[src/rtl/hcb_pkg.sv]
// Shared types, constants and mod-26 arithmetic for the Hill cipher block.
package hcb_pkg;

	localparam int HCB_MAX_BLOCK = 4;
	localparam int KEY_DIM       = 4;
	localparam int LETTER_W      = 5;
	localparam int ROW_W         = 20;
	localparam int CFG_W         = 20;
	localparam int NUM_PERMS     = 24;
	localparam int NUM_DETS      = 17;
	localparam logic [4:0] MODULUS = 5'd26;

	typedef logic [LETTER_W-1:0] letter_t;
	typedef logic [KEY_DIM-1:0][ROW_W-1:0] key_mat_t;

	typedef enum logic [2:0] {
		REG_MODE  = 3'd0,
		REG_BLEN  = 3'd1,
		REG_KEY_A = 3'd2,
		REG_KEY_B = 3'd3,
		REG_KEY_C = 3'd4,
		REG_KEY_D = 3'd5
	} cfg_reg_t;

	typedef enum logic [1:0] {
		ST_IDLE,
		ST_DERIVE,
		ST_MAC,
		ST_EMIT
	} hcb_state_t;

	typedef enum logic [1:0] {
		IS_IDLE,
		IS_DET,
		IS_SCALE
	} inv_state_t;

	typedef struct packed {
		logic ready;
		logic bad;
		logic done;
	} inv_stat_t;

	// permutations of 0..3, column of row t at bits [2t+1:2t]
	localparam logic [7:0] PERM_COLS [NUM_PERMS] = '{
		8'hE4, 8'hB4, 8'hD8, 8'h78, 8'h9C, 8'h6C,
		8'hE1, 8'hB1, 8'hC9, 8'h39, 8'h8D, 8'h2D,
		8'hD2, 8'h72, 8'hC6, 8'h36, 8'h4E, 8'h1E,
		8'h93, 8'h63, 8'h87, 8'h27, 8'h4B, 8'h1B
	};
	localparam logic [NUM_PERMS-1:0] PERM_ODD = 24'h666666;

	function automatic letter_t red26(input letter_t x);
		return (x >= MODULUS) ? x - MODULUS : x;
	endfunction

	// (a*b + c) mod 26, a, b, c below 26
	function automatic letter_t mulmod26(input letter_t a, input letter_t b, input letter_t c);
		logic [10:0] x;
		logic [20:0] p;
		logic [4:0]  q;
		logic [10:0] r;
		x = {6'd0, a} * {6'd0, b} + {6'd0, c};
		p = {10'd0, x} * 21'd2521;
		q = p[20:16];
		r = x - {6'd0, q} * 11'd26;
		return r[4:0];
	endfunction

	function automatic letter_t addsub26(input letter_t acc, input letter_t v, input logic neg);
		logic [5:0] s;
		s = {1'b0, acc} + (neg ? (6'd26 - {1'b0, v}) : {1'b0, v});
		return (s >= 6'd26) ? 5'(s - 6'd26) : s[4:0];
	endfunction

	function automatic letter_t mod_inv26(input letter_t d);
		letter_t r;
		case (d)
			5'd1:    r = 5'd1;
			5'd3:    r = 5'd9;
			5'd5:    r = 5'd21;
			5'd7:    r = 5'd15;
			5'd9:    r = 5'd3;
			5'd11:   r = 5'd19;
			5'd15:   r = 5'd7;
			5'd17:   r = 5'd23;
			5'd19:   r = 5'd11;
			5'd21:   r = 5'd5;
			5'd23:   r = 5'd17;
			5'd25:   r = 5'd25;
			default: r = 5'd0;
		endcase
		return r;
	endfunction

	function automatic letter_t key_entry(input key_mat_t k, input logic [1:0] r,
		input logic [1:0] c);
		return red26(k[r][5*c +: 5]);
	endfunction

endpackage

[src/rtl/hcb_cell.sv]
// One letter cell of the block ring: loads a letter or takes its neighbor's.
module hcb_cell import hcb_pkg::*; (
	input  logic    clk,
	input  logic    wr_en,
	input  letter_t wr_data,
	input  logic    shift_en,
	input  letter_t nbr,
	output letter_t letter_q
);

	always_ff @(posedge clk) begin
		if (wr_en) begin
			letter_q <= wr_data;
		end else if (shift_en) begin
			letter_q <= nbr;
		end
	end

endmodule

[src/rtl/hcb_inv.sv]
// Inverse key unit: determinant and cofactors by permutation sums, then scaling.
module hcb_inv import hcb_pkg::*; (
	input  logic         clk,
	input  logic         arst_n,
	input  logic         start,
	input  logic         clear,
	input  logic [2:0]   n,
	input  key_mat_t     key,
	input  logic [3:0]   rd_addr,
	output letter_t      rd_data,
	output inv_stat_t    stat
);

	inv_state_t state_q, state_d;
	logic [4:0] d_q;
	logic [4:0] p_q;
	logic [1:0] t_q;
	logic [3:0] e_q;
	letter_t    term_q, acc_q, det_q;
	logic       ready_q, bad_q;
	letter_t    inv_q [16];

	logic [1:0] col, ci, cj;
	logic [3:0] cof;
	logic [3:0] rd_ptr;
	letter_t    ent, prod, acc_new, inv, rd_val;
	logic       in_blk, last_p, last_d, done;

	assign cof    = 4'(d_q - 5'd1);
	assign ci     = cof[3:2];
	assign cj     = cof[1:0];
	assign col    = PERM_COLS[p_q][2*t_q +: 2];
	assign in_blk = ({1'b0, t_q} < n) && ({1'b0, col} < n);
	assign last_p = (p_q == 5'(NUM_PERMS - 1));
	assign last_d = (d_q == 5'(NUM_DETS - 1));
	assign inv    = mod_inv26(det_q);

	always_comb begin
		if (d_q != 5'd0 && t_q == ci) begin
			ent = {4'd0, col == cj};
		end else if (in_blk) begin
			ent = key_entry(key, t_q, col);
		end else begin
			ent = {4'd0, t_q == col};
		end
	end

	assign prod    = mulmod26((t_q == 2'd0) ? 5'd1 : term_q, ent, 5'd0);
	assign acc_new = addsub26((p_q == 5'd0) ? 5'd0 : acc_q, prod, PERM_ODD[p_q]);

	always_comb begin
		state_d = state_q;
		case (state_q)
			IS_IDLE:  if (start) state_d = IS_DET;
			IS_DET:   if (t_q == 2'd3 && last_p && last_d) state_d = IS_SCALE;
			IS_SCALE: if (e_q == 4'd15) state_d = IS_IDLE;
			default:  state_d = IS_IDLE;
		endcase
	end

	always_comb begin
		done   = (state_q == IS_SCALE) && (e_q == 4'd15);
		rd_ptr = (state_q == IS_SCALE) ? e_q : rd_addr;
	end

	assign rd_val  = inv_q[rd_ptr];
	assign rd_data = rd_val;
	assign stat    = '{ready: ready_q, bad: bad_q, done: done};

	always_ff @(posedge clk or negedge arst_n) begin
		if (!arst_n) begin
			state_q <= IS_IDLE;
			d_q     <= '0;
			p_q     <= '0;
			t_q     <= '0;
			e_q     <= '0;
			ready_q <= 1'b0;
			bad_q   <= 1'b0;
		end else begin
			state_q <= state_d;
			if (clear) ready_q <= 1'b0;
			case (state_q)
				IS_IDLE: begin
					d_q <= '0;
					p_q <= '0;
					t_q <= '0;
					e_q <= '0;
				end
				IS_DET: begin
					t_q <= t_q + 2'd1;
					if (t_q == 2'd3) begin
						if (last_p) begin
							p_q <= '0;
							d_q <= last_d ? 5'd0 : d_q + 5'd1;
						end else begin
							p_q <= p_q + 5'd1;
						end
					end
				end
				IS_SCALE: begin
					e_q   <= e_q + 4'd1;
					bad_q <= (inv == 5'd0);
					if (done) ready_q <= 1'b1;
				end
				default: ;
			endcase
		end
	end

	always_ff @(posedge clk) begin
		if (state_q == IS_DET) begin
			if (t_q != 2'd3) begin
				term_q <= prod;
			end else begin
				acc_q <= acc_new;
				if (last_p) begin
					if (d_q == 5'd0) begin
						det_q <= acc_new;
					end else begin
						inv_q[{cj, ci}] <= acc_new;
					end
				end
			end
		end else if (state_q == IS_SCALE) begin
			inv_q[e_q] <= mulmod26(inv, rd_val, 5'd0);
		end
	end

endmodule

[src/rtl/hill_cipher_block_mod26.sv]
// Hill cipher mod 26: letters go into a ring of cells; a block of n letters
// (n = block_len clamped to 1..MAX_BLOCK) is multiplied by the key, or by its
// inverse in decrypt mode, through one mod-26 multiply-accumulate at cell 0
// while the ring rotates. A letter that does not close a block is stored. A
// closing letter starts the work, during which no letter is taken: per result
// row, a multiply-accumulate over the n letters, then a hand-off to the output
// register, held while it is full. The first decrypt block after any register
// write first derives the inverse key: 17 determinants of 24 four-factor terms,
// one factor a cycle, then the 16 entries are scaled. Results leave through an
// output register, so the next letters are taken while a result waits.
module hill_cipher_block_mod26 import hcb_pkg::*; #(
	parameter int MAX_BLOCK = HCB_MAX_BLOCK
) (
	input  logic             clk,
	input  logic             arst_n,
	input  logic             cfg_we,
	input  logic [2:0]       cfg_index,
	input  logic [CFG_W-1:0] cfg_data,
	input  logic             in_valid,
	output logic             in_ready,
	input  letter_t          letter_in,
	output logic             out_valid,
	input  logic             out_ready,
	output letter_t          letter_out,
	output logic             last_of_block,
	output logic             key_error
);

	hcb_state_t state_q, state_d;
	logic       mode_q;
	logic [2:0] blen_q;
	key_mat_t   key_q;
	logic [2:0] fill_q;
	logic [1:0] row_q, col_q;
	letter_t    acc_q;

	logic [2:0] n_eff, fill_next;
	logic       accept, blk_done, need_inv, last_col, last_row, out_free, err;
	logic       shift_en, inv_start, out_load;
	letter_t    head, coef, mac_out, inv_rd;
	inv_stat_t  inv_stat;
	letter_t    cell_letter [MAX_BLOCK];

	assign n_eff = (blen_q == 3'd0) ? 3'd1 :
		(blen_q > 3'(MAX_BLOCK)) ? 3'(MAX_BLOCK) : blen_q;

	assign accept    = in_valid && in_ready;
	assign fill_next = fill_q + 3'd1;
	assign blk_done  = (fill_next >= n_eff);
	assign need_inv  = mode_q && !inv_stat.ready;
	assign last_col  = ({1'b0, col_q} == n_eff - 3'd1);
	assign last_row  = ({1'b0, row_q} == n_eff - 3'd1);
	assign out_free  = !out_valid || out_ready;
	assign err       = mode_q && inv_stat.bad;

	assign head    = red26(cell_letter[0]);
	assign coef    = mode_q ? inv_rd : key_entry(key_q, row_q, col_q);
	assign mac_out = mulmod26(coef, head, (col_q == 2'd0) ? 5'd0 : acc_q);

	for (genvar k = 0; k < MAX_BLOCK; k++) begin : g_cell
		letter_t nbr;
		if (k == MAX_BLOCK - 1) begin : g_wrap
			assign nbr = cell_letter[0];
		end else begin : g_mid
			assign nbr = (n_eff == 3'(k + 1)) ? cell_letter[0] : cell_letter[k+1];
		end
		hcb_cell u_cell (
			.clk      (clk),
			.wr_en    (accept && fill_q == 3'(k)),
			.wr_data  (letter_in),
			.shift_en (shift_en),
			.nbr      (nbr),
			.letter_q (cell_letter[k])
		);
	end

	hcb_inv u_inv (
		.clk     (clk),
		.arst_n  (arst_n),
		.start   (inv_start),
		.clear   (cfg_we && cfg_index <= REG_KEY_D),
		.n       (n_eff),
		.key     (key_q),
		.rd_addr ({row_q, col_q}),
		.rd_data (inv_rd),
		.stat    (inv_stat)
	);

	always_comb begin
		state_d = state_q;
		case (state_q)
			ST_IDLE:   if (accept && blk_done) state_d = need_inv ? ST_DERIVE : ST_MAC;
			ST_DERIVE: if (inv_stat.done) state_d = ST_MAC;
			ST_MAC:    if (last_col) state_d = ST_EMIT;
			ST_EMIT:   if (out_free) state_d = last_row ? ST_IDLE : ST_MAC;
			default:   state_d = ST_IDLE;
		endcase
	end

	always_comb begin
		in_ready  = (state_q == ST_IDLE);
		shift_en  = (state_q == ST_MAC);
		inv_start = (state_q == ST_IDLE) && accept && blk_done && need_inv;
		out_load  = (state_q == ST_EMIT) && out_free;
	end

	always_ff @(posedge clk or negedge arst_n) begin
		if (!arst_n) begin
			state_q   <= ST_IDLE;
			mode_q    <= 1'b0;
			blen_q    <= 3'd3;
			key_q     <= '0;
			fill_q    <= '0;
			row_q     <= '0;
			col_q     <= '0;
			out_valid <= 1'b0;
		end else begin
			state_q <= state_d;
			if (cfg_we) begin
				case (cfg_index)
					REG_MODE: mode_q <= cfg_data[0];
					REG_BLEN: blen_q <= cfg_data[2:0];
					REG_KEY_A, REG_KEY_B, REG_KEY_C, REG_KEY_D:
						key_q[2'(cfg_index - 3'(REG_KEY_A))] <= cfg_data;
					default: ;
				endcase
			end
			if (accept) begin
				fill_q <= blk_done ? 3'd0 : fill_next;
				row_q  <= '0;
				col_q  <= '0;
			end
			if (state_q == ST_MAC) begin
				col_q <= last_col ? 2'd0 : col_q + 2'd1;
			end
			if (out_load) begin
				row_q <= row_q + 2'd1;
			end
			if (out_load) begin
				out_valid <= 1'b1;
			end else if (out_ready) begin
				out_valid <= 1'b0;
			end
		end
	end

	always_ff @(posedge clk) begin
		if (state_q == ST_MAC) begin
			acc_q <= mac_out;
		end
		if (out_load) begin
			letter_out    <= err ? 5'd0 : acc_q;
			last_of_block <= last_row;
			key_error     <= err;
		end
	end

endmodule

[config.mk]
export PLATFORM = sky130hd
export DESIGN_NAME = hill_cipher_block_mod26
export DESIGN_NICKNAME = d
export VERILOG_FILES = /design/src/rtl/hcb_pkg.sv /design/src/rtl/hcb_cell.sv /design/src/rtl/hcb_inv.sv /design/src/rtl/hill_cipher_block_mod26.sv
export SDC_FILE = /design/constraint.sdc
export NUM_CORES = 1
export LEC_CHECK = 0
export ABC_AREA = 1
export ABC_CLOCK_PERIOD_IN_PS = 15200
export BUFFER_PORTS_ARGS = -buffer_cell sky130_fd_sc_hd__buf_4
export CORE_MARGIN = 1.5
export CORE_UTILIZATION = 60
export DETAILED_ROUTE_END_ITERATION = 12
export HOLD_SLACK_MARGIN = 0.02
export PLACE_DENSITY = 0.77
export SYNTH_ARGS = -nofsm -noshare
export SYNTH_HDL_FRONTEND = slang
export SYNTH_HIERARCHICAL = 1
export SYNTH_SLANG_ARGS = --single-unit
[constraint.sdc]
create_clock -name clk -period 15.2 [get_ports clk]
set_input_delay 0.76 -clock clk [delete_from_list [all_inputs] [get_ports clk]]
set_output_delay 0.76 -clock clk [all_outputs]
set_load 0.02 [all_outputs]
== After elaboration in Yosys (flattened, before gate mapping) ==
Memory sizes are Yosys's and may differ from the RTL's. A register that Yosys moved wholly into a read port is not among the register bits.
Cells that the tools add are included.

* Bits in registers: 161
* Latch bits: 0
* RAM bits: 80
* ROM bits: 448
* Bits of input ports: 33
* Memories kept: 4

* $add $sub $neg: 20
* Multiply operators: 11
* Divide/modulo/power cells: 0
* $lt $le $gt $ge: 15
* Eq/ne operators: 36
* Shifts and indexed selects: 3
* Mux-type cells: 77
* Bitwise operators: 2
* Reductions and logical operators: 55

{| class="wikitable"
|+ Memory list
! name !! depth !! bits a word !! rd ports !! clocked after memory_dff !! write ports !! RTL line !! source
|-
| (no name shown) || 32 || 8 || 1 || 0 || 0 || hcb_inv.sv:32 || <nowiki>assign col = PERM_COLS[p_q][2*t_q +: 2];</nowiki>
|-
| (no name shown) || 32 || 5 || 1 || 1 || 0 || hcb_pkg.sv:78 || <nowiki>case (d)</nowiki>
|-
| u_inv.inv_q || 16 || 5 || 1 || 0 || 1 || hcb_inv.sv:21 || <nowiki>letter_t inv_q [16];</nowiki>
|-
| (no name shown) || 32 || 1 || 1 || 0 || 0 || hcb_inv.sv:49 || <nowiki>assign acc_new = addsub26((p_q == 5'd0) ? 5'd0 : acc_q, prod, PERM_ODD[p_q]);</nowiki>
|}

{| class="wikitable"
|+ Operator list
! cell !! count
|-
| $mux 5 || 28
|-
| $bmux 20 s2 || 2
|-
| $bwmux 80 || 1
|-
| $mux 20 || 3
|-
| $mul 10x12->21 const B || 2
|-
| $demux 20 s2 || 1
|-
| $shiftx 20x6->5 || 2
|-
| $mul 5x5->10 || 3
|-
| $mux 2 || 13
|-
| $mul 11x12->21 const B || 1
|-
| $pmux 5 s2 || 2
|-
| $sub 5x5->5 const B || 4
|-
| $logic_and 1x1->1 || 19
|-
| $eq 3x2->1 const B || 6
|-
| $reduce_bool 2->1 || 9
|-
| $mux 8 || 2
|-
| $ge 5x5->1 const B || 3
|-
| $logic_not 5->1 || 3
|-
| $mul 5x4->4 const B || 3
|-
| $mux 1 || 15
|-
| $sub 5x5->5 || 3
|-
| $ne 2x1->1 const B || 7
|-
| $reduce_and 2->1 || 7
|-
| $add 10x5->11 || 1
|-
| 47 further kinds || 79
|}

== Longest topological paths before layout ==
* Depth after elaboration: 21
* Gate-level depth with buffers: 86
* Mapped depth without buffers: 84

== Modules after synthesis ==
Netlist, hierarchy kept.

{| class="wikitable"
|+ Modules (own cells, without submodules)
! module !! times used !! cells each !! area an instance (sq um) !! sequential area each (sq um)
|-
| hcb_inv || 1 || 1511 || 12851.1 || 3453.3
|-
| hill_cipher_block_mod26 || 1 || 1135 || 8907.3 || 2715.1
|-
| hcb_cell || 4 || 22 || 216.5 || 150.1
|}

== Worst setup path before layout ==
No wires, ideal clock.

* Path type: register to register
* From: reg u_inv.p_q[0]
* To: mem u_inv/inv_q[0][1] (netlist bit), data pin
* Library setup time: 0.385 ns
* Data arrival time: 12.058 ns
* Setup slack: 2.757 ns
* Stages on the path, launching flop included: 73
* Period minus slack after synthesis: 12.443 ns
* Cell sequence: dfrtp_1 > inv_1 > ha_1 > inv_2 > nand2_2 > nand2_1 > nand2_1 > nand3_1 > a21oi_2 > nand2_4 > nand2_4 > buf_6 > clkbuf_1 > o221ai_1 > o211ai_1 > nand2_1 > inv_1 > ha_1 > [... 37 more ...] > ha_1 > nand2_1 > nor2_1 > a211oi_1 > xnor2_1 > inv_1 > nand3_1 > nand2_4 > xnor2_1 > ha_1 > a21oi_1 > inv_1 > nand2_4 > nand3_2 > nand2_1 > nand2_1 > nand2_1 > o21ai_0

* Cells in the longest elaborated chain, start to end: 21
* Elaborated cells between the ends (all ways): 31

{| class="wikitable"
|+ RTL lines
! item !! RTL line !! source
|-
| from (decl) || hcb_inv.sv:16 || <nowiki>logic [4:0] p_q;</nowiki>
|-
| from (signal assigned) || hcb_inv.sv:96 || <nowiki>p_q <= p_q + 5'd1;</nowiki>
|-
| $not 5->6 (implied by the code) * || hcb_inv.sv:32 ||
|-
| $mem_v2 32x8 * || -- ||
|-
| $mux 8 (implied by the code) * (2 in series) || hcb_inv.sv:32 ||
|-
| $shiftx 8x4->2 * || hcb_inv.sv:32 ||
|-
| $mul 3x2->5 || hcb_pkg.sv:98 || <nowiki>return red26(k[r][5*c +: 5]);</nowiki>
|-
| $shiftx 20x6->5 || hcb_pkg.sv:98 ||
|-
| $sub 5x5->5 / $ge 5x5->1 (equally long branches) || hcb_pkg.sv:54 || <nowiki>return (x >= MODULUS) ? x - MODULUS : x;</nowiki>
|-
| $mux 5 || hcb_pkg.sv:54 ||
|-
| [... 6 more ...] || -- ||
|-
| net u_inv.prod[4] || hcb_inv.sv:26 || <nowiki>letter_t ent, prod, acc_new, inv, rd_val;</nowiki>
|-
| $sub 5x5->6 || hcb_pkg.sv:72 || <nowiki>s = {1'b0, acc} + (neg ? (6'd26 - {1'b0, v}) : {1'b0, v});</nowiki>
|-
| $mux 6 * || hcb_pkg.sv:72 ||
|-
| $add 5x6->6 * || hcb_pkg.sv:72 ||
|-
| $ge 6x5->1 * || hcb_pkg.sv:73 || <nowiki>return (s >= 6'd26) ? 5'(s - 6'd26) : s[4:0];</nowiki>
|-
| $mux 5 * || hcb_pkg.sv:73 ||
|-
| net u_inv.acc_new[1] || hcb_inv.sv:26 ||
|-
| $mux 5 (no line) * || -- ||
|-
| to (decl) || hcb_inv.sv:21 ||
|}

Mark *: on every way through the listed nets, which the timed path passes. The rest lies on a longest branch. The select of a mux whose other input is x is not followed.

== Worst setup path after layout ==
* From: reg u_inv.p_q[0]
* To: mem u_inv/inv_q[8][4] (netlist bit), data pin

* Cells in the longest elaborated chain, start to end: 21
* Elaborated cells between the ends (all ways): 31

{| class="wikitable"
|+ RTL lines
! item !! RTL line !! source
|-
| $not 5->6 (implied by the code) * || hcb_inv.sv:32 ||
|-
| $mem_v2 32x8 * || -- ||
|-
| $mux 8 (implied by the code) * (2 in series) || hcb_inv.sv:32 ||
|-
| $shiftx 8x4->2 * || hcb_inv.sv:32 ||
|-
| $mul 3x2->5 || hcb_pkg.sv:98 ||
|-
| $shiftx 20x6->5 || hcb_pkg.sv:98 ||
|-
| $sub 5x5->5 / $ge 5x5->1 (equally long branches) || hcb_pkg.sv:54 ||
|-
| $mux 5 || hcb_pkg.sv:54 ||
|-
| [... 5 more ...] || -- ||
|-
| $sub 5x5->5 * || hcb_pkg.sv:66 || <nowiki>r = x - {6'd0, q} * 11'd26;</nowiki>
|-
| net u_inv.prod[2] || hcb_inv.sv:26 ||
|-
| $sub 5x5->6 || hcb_pkg.sv:72 ||
|-
| $mux 6 * || hcb_pkg.sv:72 ||
|-
| $add 5x6->6 * || hcb_pkg.sv:72 ||
|-
| $sub 5x5->5 / $ge 6x5->1 (equally long branches) || hcb_pkg.sv:73 ||
|-
| $mux 5 * || hcb_pkg.sv:73 ||
|-
| $mux 5 (no line) * || -- ||
|}

Marked as above.

==> reports/metrics.sh <==
DRT_ITER0_MARKERS=1394
FINAL_MIN_PERIOD_OVER_CLOCK_PERIOD_PCT=91.2
CRIT_ARRIVAL_NS=14.10
SYNTH.FF_LATCH_COUNT=246
FLOORPLAN.CORE_AREA_UM2=36900
R2R_START='u_inv/p_q[0]$_DFFE_PN0P_'
OVERFLOW=0
YOSYS_WARNINGS=6
CRIT_PATH_MAX_INCR_DELAY_NS=0.57
FINALCOREUTILIZATION_PCT=65.6
ANTENNADIODECOUNT=0
FIRST_GLOBAL_VIAS=18400
STATUS='completed'
PATH_CLASS='flip-flop to flip-flop'
CRIT_PATH_START_KIND='flip-flop'
WORST_SLEW_MARGIN_REL_PCT=25.8
MAXIMUM_NUMBER_OF_PINS_ON_ONE_NET_BEFORE_GLOBAL_ROUTE_REPAIR=66
WORST_EP_REQUIRED_TIME_NS=15.44
IO-PIN-COUNT=42
GRT_ANTENNA_BEFORE_REPAIR=0
NUMBER_OF_SYNTHESIZED_FLOPS_WITH_AN_ENABLE_PIN=127
CTS_MAX_LEVEL=1
RR_WORST_DEPTH=70
CHIPHEIGHT_UM=197
NUM_VIAS=18500
YS_DOMINANT_REG_CELL='sky130_fd_sc_hd__edfxtp_1'
LAYOUT-DRIVE-GT1-SHARE_PCT=7.19
SYNTH.CELLS.MOST_FREQUENT='sky130_fd_sc_hd__nand2_1 (533), sky130_fd_sc_hd__inv_1 (472), sky130_fd_sc_hd__ha_1 (287), sky130_fd_sc_hd__nor2_1 (240), sky130_fd_sc_hd__o21ai_0 (210)'
DRT-VIAS-PER-INSTANCE=5.65
NUM-FILL-CELLS=3032
AVGROUTEDWIREPERCELL_UM=15.9
GLOBAL_ROUTE.USAGE.TOTAL_PCT=27.6
GRT_PASS1_WL_MM=88.0
DIE_AREA_UM2=38900
SYNTH-SEQ-AREA-SHARE_PCT=29.9
POST-SYNTH-TOP-AREA-FRACTION_PCT=16.9
INITIAL_UTILIZATION_PCT=61.4
SYN_NETS=3183
RSZ0062_AT_GRT='false'
SYNTH_ASYNC_SR_FLOP_SHARE_PCT=46.3
POSTROUTEANTENNANETS=0
SYNTH_CELLS=2734
FP.DIEW_UM=197
WL_MET2_MM=24.7
CRIT_BUF_INV=10
DESIGN.FINAL.NETS=3198
CTS_BUFFER_DEPTH=3
SYNTH_CELL_TYPE_COUNT=64
CTS_ROOT_BUF='sky130_fd_sc_hd__clkbuf_16'
HOLD_VIOLATIONS=0
FINAL_MAX_SLEW_VIOL_COUNT=0
ROUTED_WIRELENGTH_MM=51.9
CP-END-KIND='flip-flop'
TRITONCTS='built'
WORST_HOLD_PATH_CLASS='input port to asynchronous set/reset pin'
DRC=0
SYN_TO_FINAL_GROWTH_PCT=6.89
SYNTH.AREA.TOP_CELLS='sky130_fd_sc_hd__edfxtp_1 (17%), sky130_fd_sc_hd__ha_1 (16%), sky130_fd_sc_hd__dfrtp_1 (12%)'
SYN_AVG_CELL_AREA_UM2=8.28
YOSYS.CELL_COUNT.TOP_TYPE='sky130_fd_sc_hd__nand2_1'
HPWLAFTERDP_MM=39.2
REGTOREGSETUPSLACK_NS=1.34
MAXCAPVIOLATIONS=0
WORSTREG2REGEND='u_inv/inv_q[8][4]$_DFFE_PP_'
TRITONCTS.NUM_BUFFERS=27
CLK_PIN_SLEW_NS=0.06
MAX_CLOCK_FREQ_GHz=0.0722
SETUP_VIOL=0
CTS_HOLD_BUF=0
HIGHEST_LAYER='met4'
CRITICAL-PATH-SLOWEST-CELL='sky130_fd_sc_hd__fa_1'
NUMPORTBUFFERS=41
DRT-PASS1-ITER-COUNT=6
FINAL_SETUP_TNS_NS=0
CLOCK-SKEW-FINAL_NS=0.0203
GP_ROUTABILITY_CONGESTION=0.886
PERIOD_NEEDED_NS=13.86
SYNTHESIS.AREA_UM2=22600
WIRELENGTH_MET1_MM=22.4
POST-SYNTH-TOP-AREA-CELL='sky130_fd_sc_hd__edfxtp_1'
TIMING.CRITICAL_PATH.MAX_DELAY_FAMILY='adder cells'
MET3ROUTEDLENGTH_MM=3.58
CLOCK_INSERTION_DELAY_WORST_SKEW_NS=0.54
TIMING.CRITICAL_PATH.FANOUT_MAX=21
ROWS=70
CRITPATHMOSTFREQUENTCELL='sky130_fd_sc_hd__nand2_1'
MAX_SLEW.WORST_PIN.SLEW_NS=1.11
CLOCK_SINKS=246
-- routing by layer --
metal / vias up / GRT usage, %
met4: 0 / 7.75
met1: 8781 / 37.3
li1: 8907 / -
met2: 712 / 47.1
met5: - / 0
met3: 107 / 3.11
-- worst max path at each step --
stage | startpoint | to | slack (ns) | depth (start not counted)
floorplan | u_inv/p_q[0]$_DFFE_PN0P_ | u_inv/inv_q[0][1]$_DFFE_PP_ | 2.76 | 72
global placement | u_inv/p_q[0]$_DFFE_PN0P_ | u_inv/inv_q[8][4]$_DFFE_PP_ | 1.65 | 71
detailed placement | u_inv/p_q[0]$_DFFE_PN0P_ | u_inv/inv_q[15][4]$_DFFE_PP_ | 0.76 | 71
CTS | u_inv/p_q[0]$_DFFE_PN0P_ | u_inv/inv_q[10][4]$_DFFE_PP_ | 0.69 | 71
global route | u_inv/p_q[0]$_DFFE_PN0P_ | u_inv/inv[3]$_DFF_P_ | 0.04 | 79
finish | u_inv/p_q[0]$_DFFE_PN0P_ | u_inv/inv_q[8][4]$_DFFE_PP_ | 1.34 | 70
-- cells in the final DEF (no fill, tap or decap), drive strengths merged, types with 3 or more instances in the layout --
cell type  count
bufinv         3
nand3b         5
xor2          44
a211oi         4
a31o           4
o21ai        228
a31oi          7
a21oi         84
a21o           4
dfxtp          5
nor4           4
mux2i         10
nor3          20
o21a           3
o211ai        19
clkbuf        30
or2           17
o221ai        18
nand4         20
buf           55
o32ai          7
nor2         247
o41ai          3
o22ai         14
o21bai        15
nand3        134
clkinvlp       5
ha           287
xnor2         19
dfrtp        112
nand2        562
clkinv        14
fa           129
inv          493
edfxtp       127
-- final cells by class --
cell class,count,area [µm²],area share [%]
well taps,504,631,2.61
repair buffers,55,413,1.71
multi-input cells,1923,13600,56.3
flip-flops and latches,246,6770,28.0
clock buffers,30,687,2.84
inverters,496,1870,7.74
clock inverters,19,189,0.781
-- worst reg2reg max path, delay by kind of cell (launching register included) --
family | cells | cell delay (ns)
simple gates | 27 | 2.83
compound gates | 18 | 3.56
fa+ha+maj | 14 | 5.50
buf+inv | 10 | 0.85
xor+xnor | 1 | 0.34
flops | 1 | 0.51
-- per-stage QoR --
stage | hold slack (ns) | cells | setup WS (ns) | instance area [µm²]
2_1_floorplan | 0.448 | 2734 | 2.76 | 22600
3_3_place_gp | 0.482 | 3224 | 1.65 | 23300
3_5_place_dp | 0.476 | 3224 | 0.755 | 23300
4_1_cts | 0.245 | 3273 | 0.694 | 24200
5_1_grt | 0.277 | 3273 | 0.0442 | 24200
6_report | 0.228 | 3273 | 1.34 | 24200
-- logic make-up after synthesis --
logic type	count (synthesis)	synth area share, %
DFF	246	29.9
muxes	10	0.442
xor gates and xnor gates	63	2.47
AOI/OAI and AO/OA	421	10.7
and+or+nand+nor	1013	19.1
adders and majority gates	416	27.3
buffers and inverters	565	10.0
-- registers in the layout, summed over array words and instances (netlist names), 2 cells and up --
name                    count
u_inv/state_q               2
u_inv/term_q                5
u_inv/det_q                 5
u_inv/inv                   5
u_inv/p_q                   5
u_inv/t_q                   2
acc_q                       5
key_q                      80
u_inv/d_q                   5
col_q                       2
letter_out                  5
fill_q                      3
u_inv/e_q                   4
blen_q                      3
g_cell.u_cell/letter_q     20
state_q                     2
u_inv/acc_q                 5
row_q                       2
u_inv/inv_q                80
-- what timing repair did --
action	in CTS	in global routing
setup endpoints to repair	0	69
buffers inserted	0	0
gates resized for setup	0	6
Power is left out: the tool's default activity adds up to more than one toggle a clock period on the data nets, which glitch-free logic cannot reach.
